==> config.mk <==
export PLATFORM = sky130hd
export DESIGN_NAME = section_tag_run_finder_core
export DESIGN_NICKNAME = d
export VERILOG_FILES = /design/src/rtl/stf_pkg.sv /design/src/rtl/stf_rec_cell.sv /design/src/rtl/stf_run_judge.sv /design/src/rtl/section_tag_run_finder_core.sv
export SDC_FILE = /design/constraint.sdc
export NUM_CORES = 1
export LEC_CHECK = 0
export ABC_AREA = 0
export BUFFER_PORTS_ARGS = -buffer_cell sky130_fd_sc_hd__buf_2
export CORE_ASPECT_RATIO = 1.4
export CORE_UTILIZATION = 65
export DETAILED_ROUTE_END_ITERATION = 8
export GPL_ROUTABILITY_DRIVEN = 0
export PLACE_DENSITY_LB_ADDON = 0.1
export SYNTH_ARGS = -nofsm -noshare
export SYNTH_HDL_FRONTEND = slang
export SYNTH_SLANG_ARGS = --single-unit
==> constraint.sdc <==
create_clock -name i_clk -period 36.6 [get_ports i_clk]
set_input_delay 7.32 -clock i_clk [delete_from_list [all_inputs] [get_ports i_clk]]
set_output_delay 7.32 -clock i_clk [all_outputs]
set_load 0.1 [all_outputs]
==> src/rtl/stf_pkg.sv <==
// Shared types and constants for the section tag run finder.
package stf_pkg;

    typedef logic [7:0] t_byte;

    // Record layout: zero byte, three tag characters, end mark, three free bytes.
    localparam int REC_BYTES = 8;
    localparam int SEARCH_MARGIN = 32;

    localparam t_byte REC_HEAD = 8'h00;
    localparam t_byte REC_END_MARK = 8'h01;
    localparam t_byte PRINT_LO = 8'h20;
    localparam t_byte PRINT_HI = 8'h7e;

    localparam int N_TAGS = 6;
    localparam logic [23:0] TAGS [N_TAGS] = '{"GFX", "JMA", "PRG", "SCA", "RY ", "---"};

    typedef enum logic [2:0] {
        S_RUN   = 3'b001,
        S_FLUSH = 3'b010,
        S_DONE  = 3'b100
    } t_state;

endpackage

==> src/rtl/stf_rec_cell.sv <==
// One record-wide cell of the byte window chain with its own record check.
module stf_rec_cell (
    input  logic          i_clk,
    input  logic          i_rst_n,
    input  logic          i_shift,
    input  stf_pkg::t_byte i_byte,
    input  logic          i_valid,
    output stf_pkg::t_byte o_head,
    output logic          o_head_valid,
    output logic          o_ok
);
    import stf_pkg::*;

    t_byte                r_bytes [REC_BYTES];
    logic [REC_BYTES-1:0] r_vld;    // bit 0 oldest byte

    function automatic logic printable(t_byte c);
        return (c >= PRINT_LO) && (c <= PRINT_HI);
    endfunction

    function automatic logic record_ok(t_byte b0, t_byte b1, t_byte b2, t_byte b3, t_byte b4);
        logic hit;
        hit = 1'b0;
        for (int t = 0; t < N_TAGS; t++) begin
            if ({b1, b2, b3} == TAGS[t]) begin
                hit = 1'b1;
            end
        end
        return (b0 == REC_HEAD) && (b4 == REC_END_MARK) &&
               printable(b1) && printable(b2) && printable(b3) && hit;
    endfunction

    always_ff @(posedge i_clk) begin
        if (i_shift) begin
            for (int i = 0; i < REC_BYTES - 1; i++) begin
                r_bytes[i] <= r_bytes[i+1];
            end
            r_bytes[REC_BYTES-1] <= i_byte;
        end
    end

    always_ff @(posedge i_clk) begin
        if (!i_rst_n) begin
            r_vld <= '0;
        end else if (i_shift) begin
            r_vld <= {i_valid, r_vld[REC_BYTES-1:1]};
        end
    end

    assign o_head       = r_bytes[0];
    assign o_head_valid = r_vld[0];
    // a record counts only when its last byte is real stream data
    assign o_ok = r_vld[REC_BYTES-1] &&
                  record_ok(r_bytes[0], r_bytes[1], r_bytes[2], r_bytes[3], r_bytes[4]);

endmodule

==> src/rtl/stf_run_judge.sv <==
// Counts leading good records of the cell chain and tests the minimum run.
module stf_run_judge #(
    parameter int N_REC   = 6,
    parameter int MIN_RUN = 4
) (
    input  logic [N_REC-1:0] i_ok,
    output logic             o_hit,
    output logic [2:0]       o_count
);
    localparam int CW = $clog2(N_REC + 1);

    logic [CW-1:0] cnt;

    always_comb begin
        logic run;
        run = 1'b1;
        cnt = '0;
        for (int k = 0; k < N_REC; k++) begin
            run = run & i_ok[k];
            cnt = cnt + CW'(run);
        end
    end

    assign o_hit   = (cnt >= CW'(MIN_RUN));
    assign o_count = (cnt > CW'(7)) ? 3'd7 : 3'(cnt);

endmodule

==> src/rtl/section_tag_run_finder_core.sv <==
// Top level of the section tag run finder: byte window chain, judge and control.
//
// Usage: a file streams in one byte per request on the slave side
// (i_s_tdata = byte, i_s_tlast marks the final byte). While the stream runs a
// byte is taken every cycle. Once the window holds MAX_RUN records past a
// candidate offset, that offset is judged in the cycle after its byte.
// After the final byte the block flushes the still pending offsets, one per
// cycle, by shifting the cell chain with padding, cut short once a run is
// latched. The result then moves into the output register as soon as that
// register is free; the input is held off during flush and until the result
// has moved into the output register.
// Each stream gives exactly one result request on the master side:
// o_m_tuser = found, o_m_tdata = offset and count, zero when nothing found.
// The output register decouples the sides: a new stream may start while the
// result still waits; if the receiver stalls, the next stream's result waits
// at the end of its flush until the register is free.
// Reset (synchronous, active low) clears the control state, the run latch
// and the byte-valid flags; the window data needs no clear.
module section_tag_run_finder_core #(
    parameter int MAX_RUN = 6,
    parameter int MIN_RUN = 4
) (
    input  logic          i_clk,
    input  logic          i_rst_n,
    // slave side
    input  logic          i_s_tvalid,
    output logic          o_s_tready,
    input  stf_pkg::t_byte i_s_tdata,    // [7:0] data_byte
    input  logic          i_s_tlast,    // last_byte
    // master side
    output logic          o_m_tvalid,
    input  logic          i_m_tready,
    output logic [39:0]   o_m_tdata,    // [31:0] run_offset, [34:32] run_count, rest 0
    output logic          o_m_tuser     // [0] found
);
    import stf_pkg::*;

    localparam int WIN     = MAX_RUN * REC_BYTES;
    localparam int FLUSH_N = WIN - SEARCH_MARGIN;
    localparam int J_W     = (FLUSH_N > 1) ? $clog2(FLUSH_N) : 1;

    t_state        r_state, n_state;
    logic [31:0]   r_n;          // bytes taken in this stream
    logic          r_eval;       // full-window candidate waits to be judged
    logic [31:0]   r_eoff;
    logic [32:0]   r_foff;       // flush candidate offset, negative before stream start
    logic [J_W-1:0] r_j;
    logic          r_latched;
    logic [31:0]   r_moff;
    logic [2:0]    r_mcount;
    logic          r_ovalid;
    logic          r_ofound;
    logic [31:0]   r_ooff;
    logic [2:0]    r_ocnt;

    logic          s_acc;
    logic          shift;
    t_byte         shift_byte;
    logic          out_free;
    logic          try_normal;
    logic          try_flush;
    logic          take;
    logic          j_hit;
    logic [2:0]    j_count;
    logic          flush_end;

    t_byte             head_byte [MAX_RUN];
    logic [MAX_RUN-1:0] head_vld;
    logic [MAX_RUN-1:0] rec_ok;

    assign o_s_tready = (r_state == S_RUN);
    assign s_acc      = i_s_tvalid && o_s_tready;
    // flush shifts padding in, marked not valid
    assign shift      = s_acc || (r_state == S_FLUSH);
    assign shift_byte = s_acc ? i_s_tdata : t_byte'(0);
    assign out_free   = !r_ovalid || i_m_tready;

    // cell 0 holds the oldest record; new bytes enter the last cell
    for (genvar k = 0; k < MAX_RUN; k++) begin : g_cell
        stf_rec_cell u_cell (
            .i_clk        (i_clk),
            .i_rst_n      (i_rst_n),
            .i_shift      (shift),
            .i_byte       ((k == MAX_RUN - 1) ? shift_byte : head_byte[(k + 1) % MAX_RUN]),
            .i_valid      ((k == MAX_RUN - 1) ? s_acc : head_vld[(k + 1) % MAX_RUN]),
            .o_head       (head_byte[k]),
            .o_head_valid (head_vld[k]),
            .o_ok         (rec_ok[k])
        );
    end

    stf_run_judge #(
        .N_REC   (MAX_RUN),
        .MIN_RUN (MIN_RUN)
    ) u_judge (
        .i_ok    (rec_ok),
        .o_hit   (j_hit),
        .o_count (j_count)
    );

    // lowest offset wins: candidates come in order and stop once latched
    assign try_normal = r_eval && !r_latched;
    assign try_flush  = (r_state == S_FLUSH) && !r_latched && !r_foff[32];
    assign take       = (try_normal || try_flush) && j_hit;
    assign flush_end  = (r_j == J_W'(FLUSH_N - 1)) || take || r_latched;

    always_comb begin
        n_state = r_state;
        unique case (r_state)
            S_RUN: begin
                if (s_acc && i_s_tlast) begin
                    n_state = (FLUSH_N > 0) ? S_FLUSH : S_DONE;
                end
            end
            S_FLUSH: begin
                if (flush_end) begin
                    n_state = S_DONE;
                end
            end
            S_DONE: begin
                if (out_free) begin
                    n_state = S_RUN;
                end
            end
            default: n_state = S_RUN;
        endcase
    end

    always_ff @(posedge i_clk) begin
        if (!i_rst_n) begin
            r_state   <= S_RUN;
            r_n       <= '0;
            r_eval    <= 1'b0;
            r_j       <= '0;
            r_latched <= 1'b0;
            r_moff    <= '0;
            r_mcount  <= '0;
            r_ovalid  <= 1'b0;
        end else begin
            r_state <= n_state;
            r_eval  <= s_acc && !i_s_tlast && (r_n >= 32'(WIN - 1));

            if (s_acc) begin
                r_n <= r_n + 32'd1;
            end
            if (s_acc && i_s_tlast) begin
                r_j <= '0;
            end else if (r_state == S_FLUSH) begin
                r_j <= r_j + J_W'(1);
            end

            if (take) begin
                r_latched <= 1'b1;
                r_moff    <= try_flush ? r_foff[31:0] : r_eoff;
                r_mcount  <= j_count;
            end

            if (r_state == S_DONE && out_free) begin
                r_ovalid  <= 1'b1;
                r_latched <= 1'b0;
                r_moff    <= '0;
                r_mcount  <= '0;
                r_n       <= '0;
            end else if (r_ovalid && i_m_tready) begin
                r_ovalid <= 1'b0;
            end
        end
    end

    // payload registers
    always_ff @(posedge i_clk) begin
        if (s_acc) begin
            r_eoff <= r_n - 32'(WIN - 1);
        end
        if (s_acc && i_s_tlast) begin
            r_foff <= {1'b0, r_n} - 33'(WIN - 1);
        end else if (r_state == S_FLUSH) begin
            r_foff <= r_foff + 33'd1;
        end
        if (r_state == S_DONE && out_free) begin
            r_ofound <= r_latched;
            r_ooff   <= r_latched ? r_moff : 32'd0;
            r_ocnt   <= r_latched ? r_mcount : 3'd0;
        end
    end

    assign o_m_tvalid = r_ovalid;
    assign o_m_tuser  = r_ofound;
    assign o_m_tdata  = {5'd0, r_ocnt, r_ooff};

    a_last_leaves_run: assert property (@(posedge i_clk) disable iff (!i_rst_n)
        (s_acc && i_s_tlast) |=> (r_state != S_RUN))
        else $error("last byte did not start the flush");

    a_latch_min_run: assert property (@(posedge i_clk) disable iff (!i_rst_n)
        r_latched |-> (r_mcount >= 3'(MIN_RUN)))
        else $error("latched run shorter than minimum");

    a_none_is_zero: assert property (@(posedge i_clk) disable iff (!i_rst_n)
        (o_m_tvalid && !o_m_tuser) |-> (o_m_tdata == 40'd0))
        else $error("empty result carries data");

    a_clear_after_result: assert property (@(posedge i_clk) disable iff (!i_rst_n)
        (r_state == S_DONE && out_free) |=> (!r_latched && r_n == 32'd0))
        else $error("stream state not cleared after result");

endmodule
==> reports/metrics.csv, run 1 <==
stage,metric,value,unit
timing,setup tns final,0,ns
logic_synthesis,Post-Syn Instances,1662,
setup_path,crit path capture type,flip-flop,
logic_synthesis,synthesized cell area,23600,um^2
logic_synthesis,Syn. warnings,0,
global_route,first-pass GRT wire length,69.6,mm
finish,Area growth syn-to-layout,10.6,%
clocking,CTS root buf,clkbuf_16,
logic_synthesis,largest family of logic cells by synthesized area,simple AND/OR/NAND/NOR gates,
logic_synthesis,Seq cells post-synth,603,
floorplanning,row cnt,82,
clocking,H-tree Lvls,2,
route,WL per Instance,19.7,um
setup_path,flop2flop setup slack,30.86,ns
finish,layout cells sized above 1,0.0999,
setup_path,CP max stage cell,buf_4,
setup_path,Worst EP required,36.80,ns
logic_synthesis,biggest area consumer among synthesized cells,edfxtp_1,
clocking,post-cts repair resize count,0,
floorplanning,die area,37100,um^2
timing,Clock Skews,0.0249,ns
logic_synthesis,xor and xnor area share after synthesis,0.0323,
setup_path,crit-path cells,buf_2 -> nand4bb_1 -> inv_2 -> nor2_4 -> buf_4 -> inv_8 -> buf_4,
route,DRC Markers,0,
power_and_ir_drop,P_leak,0.00840,uW
setup_path,CP max FO,170,
floorplanning,Die Wd,163,um
logic_synthesis,top cell type's share of synthesized area,0.617,
logic_synthesis,Async SR Flop Fraction,0,
clocking,clk sink count,603,
logic_synthesis,number of synthesized flops with an enable pin,485,
clocking,Worst-path clk slew,0.06,ns
place,Placed Instance Area,24300,um^2
floorplanning,I/O Pins,56,
logic_synthesis,Netlist cell types,76,
timing,RSZ-0062 raised after global routing,no,
hold_path,worst hold path type,flip-flop to flip-flop,
setup_path,CP Depth,7,
timing,final period utilization,0.278,
clocking,setup bufs post-CTS,0,
floorplanning,Vert. Die Dim,227,um
timing,worst slew pin tran,1.18,ns
finish,Total Nets Final,1737,
route,Vias,13600,
global_route,vias in the first global route,13000,
setup_path,CP Data Arrival Time,10.37,ns
logic_synthesis,post-synthesis adder-cell area fraction,0.00414,
finish,Filler cells,2314,
global_route,largest net degree at the start of global routing,171,
global_route,grt ovf,0,
timing,Rel. slew slack,0.210,
setup_path,startpoint types,primary input,
place,dpl hpwl,28.2,mm
setup_path,Crit path top cell by count,buf_4,
global_route,initial antenna violation count,0,
setup_path,"CP delay by family, top",buffers and inverters,
route,post-route antenna net violation count,0,
floorplanning,Initial Util,0.659,
clocking,# hold bufs at CTS,0,
global_route,GRT Total Usage,0.242,
route,final WL,43.8,mm
route,1st-pass router iterations,5,
finish,final instance area,26100,um^2
logic_synthesis,sequential share of the synthesized area,0.718,
timing,Fmax,0.0983,GHz
job,Max-Cap Viols,0,
logic_synthesis,synth top area cells,"edfxtp_1, dfxtp_1, nand2_1, nor2_1, xnor2_1",
clocking,Max Root-Sink Buffers,3,
floorplanning,core footprint,35800,um^2
setup_path,WP buf/inv,5,
power_and_ir_drop,worst vdd ir,0.0000444,V
clocking,CTS buffer count,54,
timing,final worst path period need,10.18,ns
setup_path,Critical path origin,i_s_tvalid,
place,IO Port Bufs,50,
clocking,CTS tree,yes,
logic_synthesis,mux share of post-synthesis cell area,0.0188,
power_and_ir_drop,power per standard cell area,55.3,nW/um^2
setup_path,Max stage delay on crit path,0.95,ns
route,DRT iter0 DRCs,1456,
timing,Slew Limit Fails,0,
logic_synthesis,Main synth FF type,edfxtp_1,
timing,Final Hold Viols,0,
logic_synthesis,Compound-Gate Fraction of Synth Area,0.0495,
setup_path,worst setup path class,primary input to flip-flop,
setup_path,worst r2r src,g_cell[0].u_cell.r_bytes[0][21]$_DFFE_PP_,
clocking,worst-skew pair later-pin latency,0.59,ns
logic_synthesis,Synth Area in Simple Gates,0.164,
status,status,completed,
finish,# diodes,0,
setup_path,R2R depth,13,
route,vias per cell,6.13,
setup_path,RR Endpoint,r_moff[13]$_SDFFE_PP0P_,
logic_synthesis,Post-Syn Area per Cell,14.2,um^2
setup_path,CP Capture Point,g_cell[1].u_cell.r_bytes[1][17]$_DFFE_PP_,
timing,endpoints failing setup,0,
worst min path at each step:
stage | startpoint | end | slack [ns] | cells past startpoint
CTS | g_cell[3].u_cell.r_bytes[1][17]$_DFFE_PP_ | g_cell[3].u_cell.r_bytes[1][9]$_DFFE_PP_ | 0.42 | 0
floorplan | g_cell[0].u_cell.r_bytes[1][8]$_DFFE_PP_ | g_cell[0].u_cell.r_bytes[1][0]$_DFFE_PP_ | 0.40 | 0
finish | g_cell[3].u_cell.r_bytes[1][17]$_DFFE_PP_ | g_cell[3].u_cell.r_bytes[1][9]$_DFFE_PP_ | 0.41 | 0
global placement | g_cell[4].u_cell.r_bytes[1][24]$_DFFE_PP_ | g_cell[4].u_cell.r_bytes[1][16]$_DFFE_PP_ | 0.40 | 0
detailed placement | g_cell[1].u_cell.r_bytes[1][23]$_DFFE_PP_ | g_cell[1].u_cell.r_bytes[1][15]$_DFFE_PP_ | 0.40 | 0
global route | g_cell[0].u_cell.r_bytes[1][27]$_DFFE_PP_ | g_cell[0].u_cell.r_bytes[1][19]$_DFFE_PP_ | 0.42 | 0
report_power, final:
group / internal [uW] / switching [uW] / leakage, uW
clock network: 335 / 242 / 0.000881
logic: 12.7 / 32.4 / 0.00196
registers: 790 / 29.3 / 0.00556
total: 1140 / 304 / 0.00840
flip-flops by register name (all words and copies together) (netlist names):
signal,flops
o_m_tuser,1
o_m_tvalid,1
r_state,3
r_latched,1
g_cell.u_cell.r_bytes,384
r_ooff,32
r_foff,33
r_eoff,32
r_j,4
g_cell.u_cell.r_vld,41
r_mcount,3
r_eval,1
r_ocnt,3
r_n,32
r_moff,32
area by class of cell:
type / instances / area [um^2] / area share
Clock buffer: 70 / 1480 / 0.0568
Clock inverter: 29 / 334 / 0.0128
Inverter: 10 / 45.0 / 0.00173
Multi-Input combinational cell: 988 / 6380 / 0.245
Sequential cell: 603 / 16900 / 0.649
Tap cell: 462 / 578 / 0.0222
Timing Repair Buffer: 61 / 333 / 0.0128
through the flow:
step	hold slack [ns]	cells	util	power (uW)	setup slack [ns]
2_1_floorplan	0.400	1666	-	872	17.02
3_3_place_gp	0.401	2124	0.678	875	26.01
3_5_place_dp	0.405	2124	0.678	878	25.91
4_1_cts	0.415	2223	0.728	1450	26.49
5_1_grt	0.419	2223	0.728	1490	26.21
6_report	0.415	2223	0.728	1440	26.42
cells in the mapped netlist (4+ instances only):
cell       instances
and2_1            47
or4b_2             6
nor3b_1           12
edfxtp_1         485
or3_1             16
o21ai_0           23
o211ai_1           4
nor4_1            43
o21ai_1            4
inv_1              9
buf_2              7
and3_1            18
a2111oi_0          4
a21oi_1           17
and4b_1           13
a21boi_0          40
o21a_1             4
o2111ai_1          9
buf_4              5
and4_1            12
nand4_1           51
xor2_1            43
nand2b_1           7
nor2b_1           10
a211oi_1          38
nand3b_1           7
mux2_2            10
and3b_1            6
o22ai_1            4
clkbuf_1          49
dfxtp_1          118
nand2_1          167
xnor2_1           44
nor4bb_1           9
nor3_1            42
mux2i_1           33
nand4b_1           8
nor4b_1           36
nor2_1           106
or4_1              9
nand3_1           37
kinds of logic after synthesis:
logic type | after synthesis
buf+inv | 75
other cells | 1
xor+xnor | 87
flops | 603
mux | 43
simple gates | 682
fa+ha+maj | 6
compound gates | 165
placed cells by master, fill, tap and decap left out, types with 10 or more instances in the layout:
| cell type | netlist | routed |
|---|---|---|
| buf_4 | 5 | 11 |
| nor4_1 | 43 | 43 |
| a21boi_0 | 40 | 40 |
| o21ai_0 | 23 | 23 |
| buf_2 | 7 | 50 |
| nor3b_1 | 12 | 12 |
| mux2i_1 | 33 | 33 |
| nor2b_1 | 10 | 10 |
| dfxtp_1 | 118 | 118 |
| xnor2_1 | 44 | 44 |
| and4b_1 | 13 | 13 |
| mux2_2 | 10 | 10 |
| clkbuf_16 | 0 | 55 |
| nor4b_1 | 36 | 36 |
| nand4_1 | 51 | 51 |
| a211oi_1 | 38 | 38 |
| and2_1 | 47 | 47 |
| nand2_1 | 167 | 167 |
| nor2_1 | 106 | 104 |
| clkbuf_1 | 49 | 10 |
| edfxtp_1 | 485 | 485 |
| nor3_1 | 42 | 41 |
| and4_1 | 12 | 12 |
| nand3_1 | 37 | 37 |
| or3_1 | 16 | 16 |
| xor2_1 | 43 | 43 |
| and3_1 | 18 | 18 |
| a21oi_1 | 17 | 17 |
layer usage:
metal / up-vias / part of all wire / GRT usage
met2: 471 / 0.52 / 0.425
met4: 0 / 0.032 / 0.0814
met1: 6581 / 0.40 / 0.307
met3: 125 / 0.050 / 0.0375
met5: - / 0 / 0
li1: 6457 / - / -
Power figures use the tool's default switching activity.
==> run 2, diff against run 1 <==
- ABC_AREA: 0 -> 1
- CORE_UTILIZATION: 65 -> 56
- clock period: 36.6 -> 8.4 ns (I/O delays scaled with it)
==> run 2 against run 1 <==
  * Register-to-register slack worse by 27 ns
  * Synthesized cell count rose by 40%
  * Non-clock buffer count fell by 1
  * Largest power group unchanged
  * Flip-flop and latch count is the same
==> reports/metrics.csv, run 2 <==
stage,metric,value,unit,change
status,status,completed,,
timing,Clock Skews,0.0106,ns,-0.0143 ns
clocking,Worst-path clk slew,0.06,ns,about the same
hold_path,WHS Endpoint,g_cell[4].u_cell.r_bytes[1][9]$_DFFE_PP_,,
finish,# diodes,0,,unchanged
timing,final worst path period need,4.59,ns,
logic_synthesis,Seq cells post-synth,603,,unchanged
floorplanning,Initial Util,0.568,,-0.0909
hold_path,worst hold path type,flip-flop to flip-flop,,
place,dpl hpwl,32.5,mm,+15%
timing,Final Hold Viols,0,,unchanged
setup_path,worst setup path class,flip-flop to flip-flop,,
logic_synthesis,synthesized cell area,25000,um^2,+6.1%
setup_path,crit path capture type,flip-flop,,
timing,setup tns final,0,ns,unchanged
setup_path,CP Data Arrival Time,5.11,ns,-5.26 ns
timing,Rel. slew slack,0.240,,+0.0295
logic_synthesis,biggest area consumer among synthesized cells,edfxtp_1,,
clocking,CTS root buf,clkbuf_16,,
global_route,grt ovf,0,,unchanged
global_route,first-pass GRT wire length,78.0,mm,+12%
floorplanning,Vert. Die Dim,252,um,+11%
power_and_ir_drop,Int Power,5080,uW,+350%
global_route,vias in the first global route,15400,,+18%
setup_path,R2R depth,18,,+5
timing,Fmax,0.218,GHz,
finish,area of the multi-input gates,6800,um^2,+6.5%
finish,max reg flops,384,,unchanged
route,1st-pass router iterations,6,,+1
logic_synthesis,synth top area cells,"edfxtp_1, dfxtp_1, nor2_1, nand2_1, inv_1",,
clocking,H-tree Lvls,2,,unchanged
logic_synthesis,Post-synth top cells,"edfxtp_1, nor2_1, nand2_1",,
timing,Slew Limit Fails,0,,unchanged
clocking,CTS buffer count,56,,+3.7%
timing,final period utilization,0.546,,
timing,RSZ-0062 raised after global routing,no,,
finish,Register Area,16900,um^2,unchanged
logic_synthesis,sequential share of the synthesized area,0.677,,-0.0411
logic_synthesis,Syn. warnings,0,,unchanged
logic_synthesis,Post-Syn Area per Cell,10.8,um^2,-24%
job,Max-Cap Viols,0,,unchanged
setup_path,flop2flop setup slack,3.81,ns,-27.05 ns
place,IO Port Bufs,50,,unchanged
floorplanning,I/O Pins,56,,unchanged
logic_synthesis,Netlist cell types,52,,-32%
power_and_ir_drop,switching part of the total,0.232,,+0.0218
hold_path,min-delay src,g_cell[4].u_cell.r_bytes[1][17]$_DFFE_PP_,,
route,DRC Markers,0,,unchanged
route,DRT iter0 DRCs,1222,,-16%
global_route,initial antenna violation count,0,,unchanged
finish,most frequent cells in the layout,"edfxtp_1, nor2_1, nand2_1",,
finish,Total Nets Final,2407,,+39%
clocking,CTS tree,yes,,
route,vias per cell,5.40,,-12%
finish,register name with the most flops,g_cell.u_cell.r_bytes,,
route,WL per Instance,16.0,um,-19%
power_and_ir_drop,sequential share of power,0.568,,about the same
power_and_ir_drop,P_leak,0.0106,uW,+26%
power_and_ir_drop,power per standard cell area,240,nW/um^2,+330%
route,final WL,48.0,mm,+9.5%
floorplanning,core footprint,44100,um^2,+23%
clocking,# hold bufs at CTS,0,,unchanged
clocking,worst-skew pair later-pin latency,0.60,ns,about the same
finish,layout cells sized above 1,0.0908,,-0.00915
setup_path,Worst EP required,8.92,ns,-27.88 ns
finish,"commonest non-fill, non-tap cell in the layout",edfxtp_1,,
setup_path,worst r2r src,g_cell[0].u_cell.r_bytes[0][23]$_DFFE_PP_,,
floorplanning,die area,45500,um^2,+23%
logic_synthesis,number of synthesized flops with an enable pin,485,,unchanged
route,Vias,16100,,+18%
logic_synthesis,"count leader, synth",edfxtp_1,,
finish,Area growth syn-to-layout,10.4,%,
hold_path,hold path cells,0,,unchanged
finish,Regs by FF count,"g_cell.u_cell.r_bytes x384, g_cell.u_cell.r_vld x41, r_foff x33",,
global_route,GRT Total Usage,0.214,,-0.0279
finish,final core utilization,0.627,,-0.102
setup_path,startpoint types,flip-flop,,
global_route,largest net degree at the start of global routing,180,,+5.3%
power_and_ir_drop,worst vdd ir,0.000183,V,+310%
setup_path,Critical path origin,g_cell[0].u_cell.r_bytes[0][23]$_DFFE_PP_,,
power_and_ir_drop,clock share of power,0.370,,-0.030
finish,Filler cells,3535,,+53%
floorplanning,row cnt,91,,+11%
timing,worst slew pin tran,1.14,ns,-0.0441 ns
setup_path,RR Endpoint,r_moff[14]$_SDFFE_PP0P_,,
clocking,post-cts repair resize count,0,,unchanged
power_and_ir_drop,combinational share of power,0.062,,+0.031
logic_synthesis,Main synth FF type,edfxtp_1,,
logic_synthesis,Post-Syn Instances,2326,,+40%
route,post-route antenna net violation count,0,,unchanged
clocking,Max Root-Sink Buffers,3,,unchanged
clocking,setup bufs post-CTS,0,,unchanged
setup_path,CP max FO,69,,-59%
logic_synthesis,top cell type's share of synthesized area,0.582,,-0.0354
timing,endpoints failing setup,0,,unchanged
clocking,clk sink count,603,,unchanged
logic_synthesis,Async SR Flop Fraction,0,,unchanged
power_and_ir_drop,Psw,1540,uW,+410%
floorplanning,Die Wd,181,um,+11%
-- run 2: power groups by stage --
stage	combinational (uW)	sequential (uW)	clock [uW]
after global placement	402	3810	0
after global routing	464	3800	2630
after detailed placement	412	3820	0
final	409	3760	2450
after CTS	413	3760	2530
after floorplan	320	3790	0
-- run 2: area by class of cell --
cell class	count	area share
clock inverters	27	0.00675
well taps	558	0.0253
inverters	282	0.0386
repair buffers	60	0.0122
multi-input cells	1385	0.246
flip-flops and latches	603	0.613
clock buffers	77	0.0581
-- run 2: worst max-delay path by stage --
stage / endpoint / slack, ns / depth (start not counted)
final: r_moff[14]$_SDFFE_PP0P_ / 3.81 / 18
after global routing: r_moff[7]$_SDFFE_PP0P_ / 3.29 / 18
after CTS: r_moff[14]$_SDFFE_PP0P_ / 3.72 / 18
after detailed placement: r_moff[14]$_SDFFE_PP0P_ / 3.72 / 18
after global placement: g_cell[5].u_cell.r_bytes[1][14]$_DFFE_PP_ / 3.86 / 8
after floorplan: g_cell[0].u_cell.r_bytes[0][0]$_DFFE_PP_ / 0.85 / 6
-- run 2: logic make-up (layout without fill, tap and decap cells) --
family / count (synthesis) / count (layout) / synth area share
and+or+nand+nor: 1098 / 1098 / 0.200
DFF: 603 / 603 / 0.677
buffers and inverters: 342 / 446 / 0.0532
AOI/OAI and AO/OA: 220 / 220 / 0.0461
xor gates and xnor gates: 56 / 56 / 0.0202
adders and majority gates: 6 / 6 / 0.00390
other: 1 / 5 / 0.000150
-- run 2: stage by stage --
stage | cell area [um^2] | worst slack [ns] | hold WS (ns) | total power [uW] | std cells
floorplan | 25000 | 0.848 | 0.400 | 4110 | 2330
global placement | 25800 | 3.86 | 0.403 | 4220 | 2888
detailed placement | 25800 | 3.72 | 0.405 | 4230 | 2888
CTS | 27600 | 3.72 | 0.419 | 6700 | 2992
global route | 27600 | 3.29 | 0.421 | 6890 | 2992
finish | 27600 | 3.81 | 0.418 | 6620 | 2992
-- run 2: routing by layer --
metal  vias to the layer above  share of wire  GRT usage
met2                       383           0.50      0.368
met5                         -              0          0
met4                         0          0.038     0.0938
met3                       120          0.042     0.0314
li1                       8019              -          -
met1                      7624           0.42      0.270
-- run 2: worst max-delay path, cell delays in order, from the launching register on --
cell and delay [ns]:
edfxtp_1 0.42, nor2_1 0.23, nand2_1 0.10, nor2_1 0.16
nand2_1 0.07, nand2_1 0.07, nand2_1 0.05, a21oi_1 0.41
nand3_1 0.23, nor2_1 0.19, nand2_1 0.09, fa_1 0.46
fa_1 0.43, fa_1 0.38, inv_1 0.07, nand2_1 0.08
inv_2 0.68, o21ai_0 0.18, a31oi_1 0.19
